--- src/rtl/ptb_pkg.sv ---
`timescale 1ns / 1ps
`default_nettype none
// ----------------------------------------------------------------------------
// Timer bank package
// Shared widths, item codes and the stored entry layout of the timer bank.
// ----------------------------------------------------------------------------
package ptb_pkg;

	localparam int DEFAULT_NUM_TIMERS = 10;

	localparam int MODE_W  = 3;
	localparam int INDEX_W = 4;
	localparam int VALUE_W = 16;

	typedef enum logic [MODE_W-1:0] {
		MODE_TICK        = 3'd0,
		MODE_SET         = 3'd1,
		MODE_SET_SHIFT   = 3'd2,
		MODE_READ_EXPIRY = 3'd3,
		MODE_READ_WINDOW = 3'd4
	} ptb_mode_t;

	// One timer as held in the entry memory
	typedef struct packed {
		logic [VALUE_W-1:0] preset;
		logic [VALUE_W-1:0] shift;
		logic [VALUE_W-1:0] count;
	} ptb_entry_t;

endpackage
`default_nettype wire

--- src/rtl/ptb_if.sv ---
`timescale 1ns / 1ps
`default_nettype none
// ----------------------------------------------------------------------------
// Timer bank channels
// Command channel (items in) and response channel (read flag out).
// ----------------------------------------------------------------------------
interface ptb_cmd_if
	import ptb_pkg::*;
();
	logic               valid;
	logic               ready;
	logic [MODE_W-1:0]  mode;
	logic [INDEX_W-1:0] timer_index;
	logic [VALUE_W-1:0] preset_value;
	logic [VALUE_W-1:0] shift_value;

	modport source (output valid, mode, timer_index, preset_value, shift_value, input ready);
	modport sink   (input valid, mode, timer_index, preset_value, shift_value, output ready);
endinterface

interface ptb_rsp_if;
	logic valid;
	logic ready;
	logic read_flag;

	modport source (output valid, read_flag, input ready);
	modport sink   (input valid, read_flag, output ready);
endinterface
`default_nettype wire

--- src/rtl/periodic_timer_bank.sv ---
`timescale 1ns / 1ps
`default_nettype none
// ----------------------------------------------------------------------------
// Periodic timer bank
// Bank of auto-reload down-counting timers with sticky expiry and window flags.
// ----------------------------------------------------------------------------
// Usage:
//   cmd carries one word per item: a tick, a preset write, a preset and shift
//   write, a read-and-clear of the expiry flag, or a read of the window flag.
//   rsp returns exactly one word per command, read_flag, which is 0 for ticks,
//   writes, unused modes and indices at or above NUM_TIMERS.
//   Response: the response word is registered at the accepting edge and shows
//   on rsp in the next cycle, for every mode.
//   Throughput: a write or read can be taken every clock while rsp does not
//   stall. A tick walks the entry memory one timer a cycle (read, then modify
//   and write back in the next cycle), so cmd stays low after a tick through
//   the sweep and drain states. The single memory port pair sets this.
//   Reset: arst_n clears all flags and the per-entry valid bits; an entry not
//   yet written reads as all zero, so no clearing pass is needed.
//   Stall: a response waiting on rsp holds; a new command is still taken in
//   the cycle the waiting word is consumed, and otherwise waits.
// ----------------------------------------------------------------------------
module periodic_timer_bank
	import ptb_pkg::*;
#(
	parameter int NUM_TIMERS = DEFAULT_NUM_TIMERS
) (
	input  wire         clk,
	input  wire         arst_n,
	ptb_cmd_if.sink     cmd,
	ptb_rsp_if.source   rsp
);

	localparam int ADDR_W = (NUM_TIMERS > 1) ? $clog2(NUM_TIMERS) : 1;

	typedef enum logic [1:0] {
		ST_IDLE,
		ST_SWEEP,
		ST_DRAIN
	} state_t;

	state_t state_q;

	// Entry memory: preset, shift and count of each timer
	ptb_entry_t mem [NUM_TIMERS];

	logic [NUM_TIMERS-1:0] ent_vld_q;   // entry written since reset
	logic [NUM_TIMERS-1:0] expiry_q;
	logic [NUM_TIMERS-1:0] window_q;

	logic              rsp_valid_q;
	logic              rsp_flag_q;

	// Sweep read pointer and the stage that holds the read data
	logic [ADDR_W-1:0] rd_idx_q;
	logic              sweep_s1;
	logic [ADDR_W-1:0] idx_s1;
	logic              ent_vld_s1;
	ptb_entry_t        rd_data_s1;

	// Command decode
	logic              accept;
	ptb_mode_t         mode;
	logic              idx_ok;
	logic [ADDR_W-1:0] cmd_addr;
	logic              is_set;
	logic              read_flag;

	// Memory write port
	logic              mem_we;
	logic              mem_we_shift;
	logic [ADDR_W-1:0] mem_waddr;
	ptb_entry_t        mem_wdata;

	// Tick update of the entry in stage one
	ptb_entry_t        cur;
	ptb_entry_t        nxt;
	logic              set_expiry;
	logic              set_window;
	logic              clr_window;

	assign cmd.ready = (state_q == ST_IDLE) && (!rsp_valid_q || rsp.ready);
	assign accept    = cmd.valid && cmd.ready;
	assign mode      = ptb_mode_t'(cmd.mode);
	assign idx_ok    = (32'(cmd.timer_index) < NUM_TIMERS);
	assign cmd_addr  = cmd.timer_index[ADDR_W-1:0];
	assign is_set    = idx_ok && ((mode == MODE_SET) || (mode == MODE_SET_SHIFT));

	assign rsp.valid     = rsp_valid_q;
	assign rsp.read_flag = rsp_flag_q;

	always_comb begin
		read_flag = 1'b0;
		case (mode)
			MODE_READ_EXPIRY: read_flag = idx_ok && expiry_q[cmd_addr];
			MODE_READ_WINDOW: read_flag = idx_ok && window_q[cmd_addr];
			default:          read_flag = 1'b0;
		endcase
	end

	// Unwritten entries read as zero
	assign cur = ent_vld_s1 ? rd_data_s1 : '0;

	always_comb begin
		nxt        = cur;
		set_expiry = 1'b0;
		set_window = 1'b0;
		clr_window = 1'b0;
		if (cur.count != '0) begin
			set_expiry = (cur.count == VALUE_W'(1));
			set_window = (cur.count == cur.shift);
			nxt.count  = cur.count - VALUE_W'(1);
		end else begin
			clr_window = 1'b1;
			nxt.count  = cur.preset;
		end
	end

	// Write port: sweep write-back, or a set item from the command side.
	// The two never meet: cmd is held off for the whole sweep.
	always_comb begin
		if (sweep_s1) begin
			mem_we       = 1'b1;
			mem_we_shift = 1'b1;
			mem_waddr    = idx_s1;
			mem_wdata    = nxt;
		end else begin
			mem_we       = accept && is_set;
			// a preset-only write to a fresh entry must still zero its shift
			mem_we_shift = (mode == MODE_SET_SHIFT) || !ent_vld_q[cmd_addr];
			mem_waddr    = cmd_addr;
			mem_wdata.preset = cmd.preset_value;
			mem_wdata.count  = cmd.preset_value;
			mem_wdata.shift  = (mode == MODE_SET_SHIFT) ? cmd.shift_value : '0;
		end
	end

	always_ff @(posedge clk) begin
		if (mem_we) begin
			mem[mem_waddr].preset <= mem_wdata.preset;
			mem[mem_waddr].count  <= mem_wdata.count;
			if (mem_we_shift) begin
				mem[mem_waddr].shift <= mem_wdata.shift;
			end
		end
		rd_data_s1 <= mem[rd_idx_q];
		idx_s1     <= rd_idx_q;
	end

	always_ff @(posedge clk or negedge arst_n) begin
		if (!arst_n) begin
			state_q     <= ST_IDLE;
			rsp_valid_q <= 1'b0;
			rsp_flag_q  <= 1'b0;
			rd_idx_q    <= '0;
			sweep_s1    <= 1'b0;
			ent_vld_s1  <= 1'b0;
			ent_vld_q   <= '0;
			expiry_q    <= '0;
			window_q    <= '0;
		end else begin
			// drop the response word once taken
			if (rsp.ready) begin
				rsp_valid_q <= 1'b0;
			end

			sweep_s1   <= 1'b0;
			ent_vld_s1 <= ent_vld_q[rd_idx_q];

			case (state_q)
				ST_IDLE: begin
					rd_idx_q <= '0;
					if (accept) begin
						rsp_valid_q <= 1'b1;
						rsp_flag_q  <= read_flag;
						if (mode == MODE_TICK) begin
							state_q <= ST_SWEEP;
						end
						if (is_set) begin
							ent_vld_q[cmd_addr] <= 1'b1;
						end
						if (mode == MODE_READ_EXPIRY && idx_ok) begin
							expiry_q[cmd_addr] <= 1'b0;
						end
					end
				end
				ST_SWEEP: begin
					// issue one read a cycle; the data lands in stage one
					sweep_s1 <= 1'b1;
					if (rd_idx_q == ADDR_W'(NUM_TIMERS - 1)) begin
						state_q <= ST_DRAIN;
					end else begin
						rd_idx_q <= rd_idx_q + ADDR_W'(1);
					end
				end
				ST_DRAIN: begin
					// last write-back happens at this edge
					state_q <= ST_IDLE;
				end
				default: state_q <= ST_IDLE;
			endcase

			// advance the timer in stage one
			if (sweep_s1) begin
				ent_vld_q[idx_s1] <= 1'b1;
				if (set_expiry) begin
					expiry_q[idx_s1] <= 1'b1;
				end
				if (set_window) begin
					window_q[idx_s1] <= 1'b1;
				end else if (clr_window) begin
					window_q[idx_s1] <= 1'b0;
				end
			end
		end
	end

endmodule
`default_nettype wire

--- src/flat_wrapper.sv ---
// flat-port wrapper written by rule: the top's interface ports become plain ports
module periodic_timer_bank_flat import ptb_pkg::*;
#(
	parameter int NUM_TIMERS = DEFAULT_NUM_TIMERS
)
  (clk, arst_n, cmd_valid, cmd_mode, cmd_timer_index, cmd_preset_value, cmd_shift_value, cmd_ready, rsp_valid, rsp_read_flag, rsp_ready);
  ptb_cmd_if cmd_i ();
  ptb_rsp_if rsp_i ();
  input  wire clk;
  input  wire arst_n;
  input wire logic [$bits(cmd_i.valid)-1:0] cmd_valid;
  input wire logic [$bits(cmd_i.mode)-1:0] cmd_mode;
  input wire logic [$bits(cmd_i.timer_index)-1:0] cmd_timer_index;
  input wire logic [$bits(cmd_i.preset_value)-1:0] cmd_preset_value;
  input wire logic [$bits(cmd_i.shift_value)-1:0] cmd_shift_value;
  output wire logic [$bits(cmd_i.ready)-1:0] cmd_ready;
  output wire logic [$bits(rsp_i.valid)-1:0] rsp_valid;
  output wire logic [$bits(rsp_i.read_flag)-1:0] rsp_read_flag;
  input wire logic [$bits(rsp_i.ready)-1:0] rsp_ready;
  assign cmd_i.valid = cmd_valid;
  assign cmd_i.mode = cmd_mode;
  assign cmd_i.timer_index = cmd_timer_index;
  assign cmd_i.preset_value = cmd_preset_value;
  assign cmd_i.shift_value = cmd_shift_value;
  assign cmd_ready = cmd_i.ready;
  assign rsp_valid = rsp_i.valid;
  assign rsp_read_flag = rsp_i.read_flag;
  assign rsp_i.ready = rsp_ready;
  periodic_timer_bank #(.NUM_TIMERS(NUM_TIMERS)) u_core (.clk(clk), .arst_n(arst_n), .cmd(cmd_i), .rsp(rsp_i));
endmodule
--- config.mk ---
export PLATFORM = sky130hd
export DESIGN_NAME = periodic_timer_bank_flat
export DESIGN_NICKNAME = d
export VERILOG_FILES = /design/src/rtl/ptb_pkg.sv /design/src/rtl/ptb_if.sv /design/src/rtl/periodic_timer_bank.sv /design/src/flat_wrapper.sv
export SDC_FILE = /design/constraint.sdc
export NUM_CORES = 1
export LEC_CHECK = 0
export BUFFER_PORTS_ARGS = -buffer_cell sky130_fd_sc_hd__buf_2
export CAP_MARGIN = 20
export CORE_ASPECT_RATIO = 1.2
export CORE_UTILIZATION = 62
export DETAILED_ROUTE_END_ITERATION = 8
export PLACE_DENSITY = 0.84
export SYNTH_ARGS = -nofsm -noshare
export SYNTH_HDL_FRONTEND = slang
export SYNTH_SLANG_ARGS = --single-unit
--- constraint.sdc ---
create_clock -name clk -period 4.6 [get_ports clk]
set_clock_uncertainty 0.1 [all_clocks]
set_input_delay 0 -clock clk [delete_from_list [all_inputs] [get_ports clk]]
set_output_delay 0 -clock clk [all_outputs]
set_load 0.03 [all_outputs]
==> results.md <==
- Worst-Margin Slew: 1150 ps
- Worst slew margin relative to its limit: 0.236
- Effective utilization at floorplan: 0.633
- Share of the yosys chip area belonging to registers: 0.719
- Type of the most critical hold path: in -> async
- Leakage: 8.76 nW
- Gr usage total: 0.282
- Highest fanout seen on the critical path: 17
- Final clock period utilization by the worst path: 0.748
- Pin count of the biggest net entering global routing: 86
- Chip Height: 212 um
- Reg-to-reg startpoint: u_core.state_q[0]
- Filler cell count in the final layout: 2,075
- Maximum resistive drop on vdd: 0.000451 V
- Clk pin slew, worst setup/hold paths: 60 ps
- Netlist cell types: 67
- Area of the die: about 38,000 um2
- Latest clock arrival within the worst-skew pair: 580 ps
- Multi-input combinational cell area: slightly above 6000 um2
- Avg Cell Area, Syn: 17.3 um2
- Violations in the final reports: negative hold slack
- Class of the most critical setup path: reg -> reg
- Worst reg2reg path endpoint: u_core.mem[3][38]
- Row count: 76
- Syn-to-layout area delta: 14.2%
- Layout cell share with drive strength beyond 1: 0.209
- Routability Congestion: 0.929
- Total nets after synthesis: 1,369
- Fin nets: 1,470
- Warning count from the yosys run: 0
- Number of enable-type register cells in the synthesized netlist: 480
- TritonCTS clock tree: built
- Core Region: between 30,000 and 40,000 um2
- Logic depth of the worst register-to-register path: 7
- Data required time of the worst path: roughly 4800 ps
- Detailed router's first-iteration violation count: 1,479
- Arrival time at the worst endpoint: 3610 ps
- Number of global-route vias before repair: approximately 13,000
- Commonest non-fill, non-tap cell in the layout: sky130_fd_sc_hd__edfxtp_1
- Power consumption: 18.6 mW
- Number of synthesized register bits: 572
- Wire length per cell after detailed routing: roughly 27 um
- Startpoint Class: register
- # H-tree levels: 2
- Outcome: complete, but fails checks
- Boundary Pins: 46
- Post-DRT Antenna Nets: 0
- Setup slack of the most critical reg-to-reg path: 1160 ps
- Initial antenna violation count: 0
- First-pass GRT wire length: 77,900 um
- Post-CTS setup buffers: 0
- Setup repair after global routing missed its margin: no
- Area occupied by registers: between 15,000 and 20,000 um2
- Number of diodes added for antenna fixing: 0
- Total negative slack: 0 ps
- PwrDens: just over 700 nW/um2
- Total CTS buffers: 53
- Post-Syn Area: 22,900 um2
- Clock Path Buffers: 3
- 1st-pass router iterations: 5
- Final critical-path required period: 3440 ps
- Die extent in x: between 150 and 200 um
- Max Clk Rate: approximately 0.29 GHz
- Number of setup violations in the final report: 0
- Root Buffer Master: sky130_fd_sc_hd__clkbuf_16
- Slew Viols, Final: 0
- Total of max-cap violations: 0
- Overflow left after global routing: 0
- Mapped Cells: 1,321
- Post-synthesis async set-or-reset flop share: 0.0699
- Hold slack: -4.21 ps
- Count of clock tree sinks: 572
- Total detailed-routing wirelength: 51,800 um
- Half-perimeter wire length after detailed placement: between 20,000 and 30,000 um
- Ys flop type: sky130_fd_sc_hd__edfxtp_1
- Count of input and output buffers: 45
- Final hold vios: 4
- Via Count: 12,923
- DR vias/cell: 6.68
- DR DRC count: 0
- Critical path endpoint category: register
- Most frequent cells in the layout: 480 x sky130_fd_sc_hd__edfxtp_1, 103 x sky130_fd_sc_hd__mux4_2, 63 x sky130_fd_sc_hd__a21oi_1
[critical path, cell delays in order (launching register included)]
cell                      delay (ps)
sky130_fd_sc_hd__dfrtp_1         420
sky130_fd_sc_hd__nor2_1          200
sky130_fd_sc_hd__nand3_1         280
sky130_fd_sc_hd__nor4_1          840
sky130_fd_sc_hd__a21oi_1         180
sky130_fd_sc_hd__buf_4           240
sky130_fd_sc_hd__nor2_4          600
sky130_fd_sc_hd__buf_12          260
[metal layers]
metal	vias up	wire, um	global-route usage
met5	-	0	0
met4	0	1520	0.100
met3	114	4260	0.0499
met1	6614	19200	0.355
met2	695	26800	0.491
li1	5500	-	-
[area by class of cell]
type                            count  area share
Sequential cell                   572       0.630
Clock inverter                     23      0.0107
Timing Repair Buffer              127      0.0394
Clock buffer                       77      0.0604
Multi-Input combinational cell    657       0.235
Inverter                           11     0.00158
Tap cell                          468      0.0224
[timing repair]
action	4_1_cts	5_1_grt
endpoints found under the hold margin	331	10
hold buffers	44	1
endpoints found under the setup margin	0	0
resized for setup	0	0
[state kept, by name, indices dropped and copies added (netlist names), named ones only]
| name | flops |
|---|---|
| u_core.rsp.read_flag | 1 |
| u_core.state_q | 2 |
| u_core.rd_idx_q | 4 |
| u_core.ent_vld_s1 | 1 |
| u_core.ent_vld_q | 10 |
| u_core.mem | 480 |
| u_core.expiry_q | 10 |
| u_core.idx_s1 | 4 |
| u_core.rd_data_s1 | 48 |
| u_core.sweep_s1 | 1 |
| u_core.rsp.valid | 1 |
[synthesized netlist by cell type, types with 3 or more instances]
master                      number  area [um2]
sky130_fd_sc_hd__edfxtp_1      480       14400
sky130_fd_sc_hd__mux4_2        103        2320
sky130_fd_sc_hd__a21oi_1        63         315
sky130_fd_sc_hd__nor2b_1        59         369
sky130_fd_sc_hd__nand2_1        58         218
sky130_fd_sc_hd__mux2i_1        57         571
sky130_fd_sc_hd__dfxtp_1        52        1040
sky130_fd_sc_hd__clkbuf_1       50         188
sky130_fd_sc_hd__a211oi_1       48         360
sky130_fd_sc_hd__dfrtp_1        40        1000
sky130_fd_sc_hd__o21ai_0        27         135
sky130_fd_sc_hd__nor2_1         26        97.6
sky130_fd_sc_hd__nand3_1        21         105
sky130_fd_sc_hd__a22o_1         19         166
sky130_fd_sc_hd__buf_2          19        95.1
sky130_fd_sc_hd__nor3_1         17        85.1
sky130_fd_sc_hd__xor2_1         16         140
sky130_fd_sc_hd__nor4_1         14        87.6
sky130_fd_sc_hd__nand2b_1       12        75.1
sky130_fd_sc_hd__inv_1          10        37.5
sky130_fd_sc_hd__o221a_1         8        90.1
sky130_fd_sc_hd__buf_1           7        26.3
sky130_fd_sc_hd__o31ai_1         7        52.6
sky130_fd_sc_hd__a221o_1         6        60.1
sky130_fd_sc_hd__ha_1            5        62.6
sky130_fd_sc_hd__nand3b_1        5        37.5
sky130_fd_sc_hd__o21bai_1        5        37.5
sky130_fd_sc_hd__or4_1           5        37.5
sky130_fd_sc_hd__xnor2_1         5        43.8
sky130_fd_sc_hd__a31oi_1         4        25.0
sky130_fd_sc_hd__a32oi_1         4        35.0
sky130_fd_sc_hd__and2_1          4        25.0
sky130_fd_sc_hd__nor3b_1         4        30.0
sky130_fd_sc_hd__o21a_1          4        30.0
sky130_fd_sc_hd__o21ai_1         4        20.0
sky130_fd_sc_hd__o22ai_1         4        25.0
sky130_fd_sc_hd__o2bb2ai_1       4        35.0
sky130_fd_sc_hd__and3_1          3        18.8
sky130_fd_sc_hd__buf_6           3        33.8
sky130_fd_sc_hd__nand4_1         3        18.8
sky130_fd_sc_hd__o221ai_1        3        26.3
sky130_fd_sc_hd__o41ai_1         3        26.3
[power breakdown]
| group | total [mW] | internal (mW) | leakage [nW] | switching, mW |
|---|---|---|---|---|
| clock | 4.58 | 2.72 | 0.916 | 1.85 |
| sequential | 8.57 | 7.71 | 5.26 | 0.859 |
| combinational | 5.44 | 2.15 | 2.59 | 3.29 |
[worst max-delay path by stage]
stage	start	end	slack (ps)	cells past startpoint
final	u_core.state_q[0]	u_core.mem[3][38]	1160	7
after CTS	u_core.state_q[0]	u_core.mem[3][38]	1260	7
after floorplan	u_core.rsp.valid	u_core.mem[8][16]	690	5
after detailed placement	u_core.state_q[1]	u_core.mem[3][37]	1380	7
after global routing	u_core.state_q[1]	u_core.mem[3][38]	960	7
after global placement	u_core.state_q[1]	u_core.mem[3][34]	1470	7
[metrics by stage]
step	cells	setup WS, ps	area, um2	utilization
2_1_floorplan	1321	692	22900	-
3_3_place_gp	1788	1470	23800	0.659
3_5_place_dp	1788	1380	23800	0.659
4_1_cts	1932	1260	26100	0.722
5_1_grt	1935	960	26100	0.723
6_report	1935	1160	26100	0.723
[cells by family after synthesis]
family,share of synthesized area
compound gates,0.0701
xor+xnor,0.00804
fa+ha+maj,0.00273
buf+inv,0.0174
flops,0.719
mux,0.127
simple gates,0.0559
Note: power is estimated with default switching activity, not from simulation.
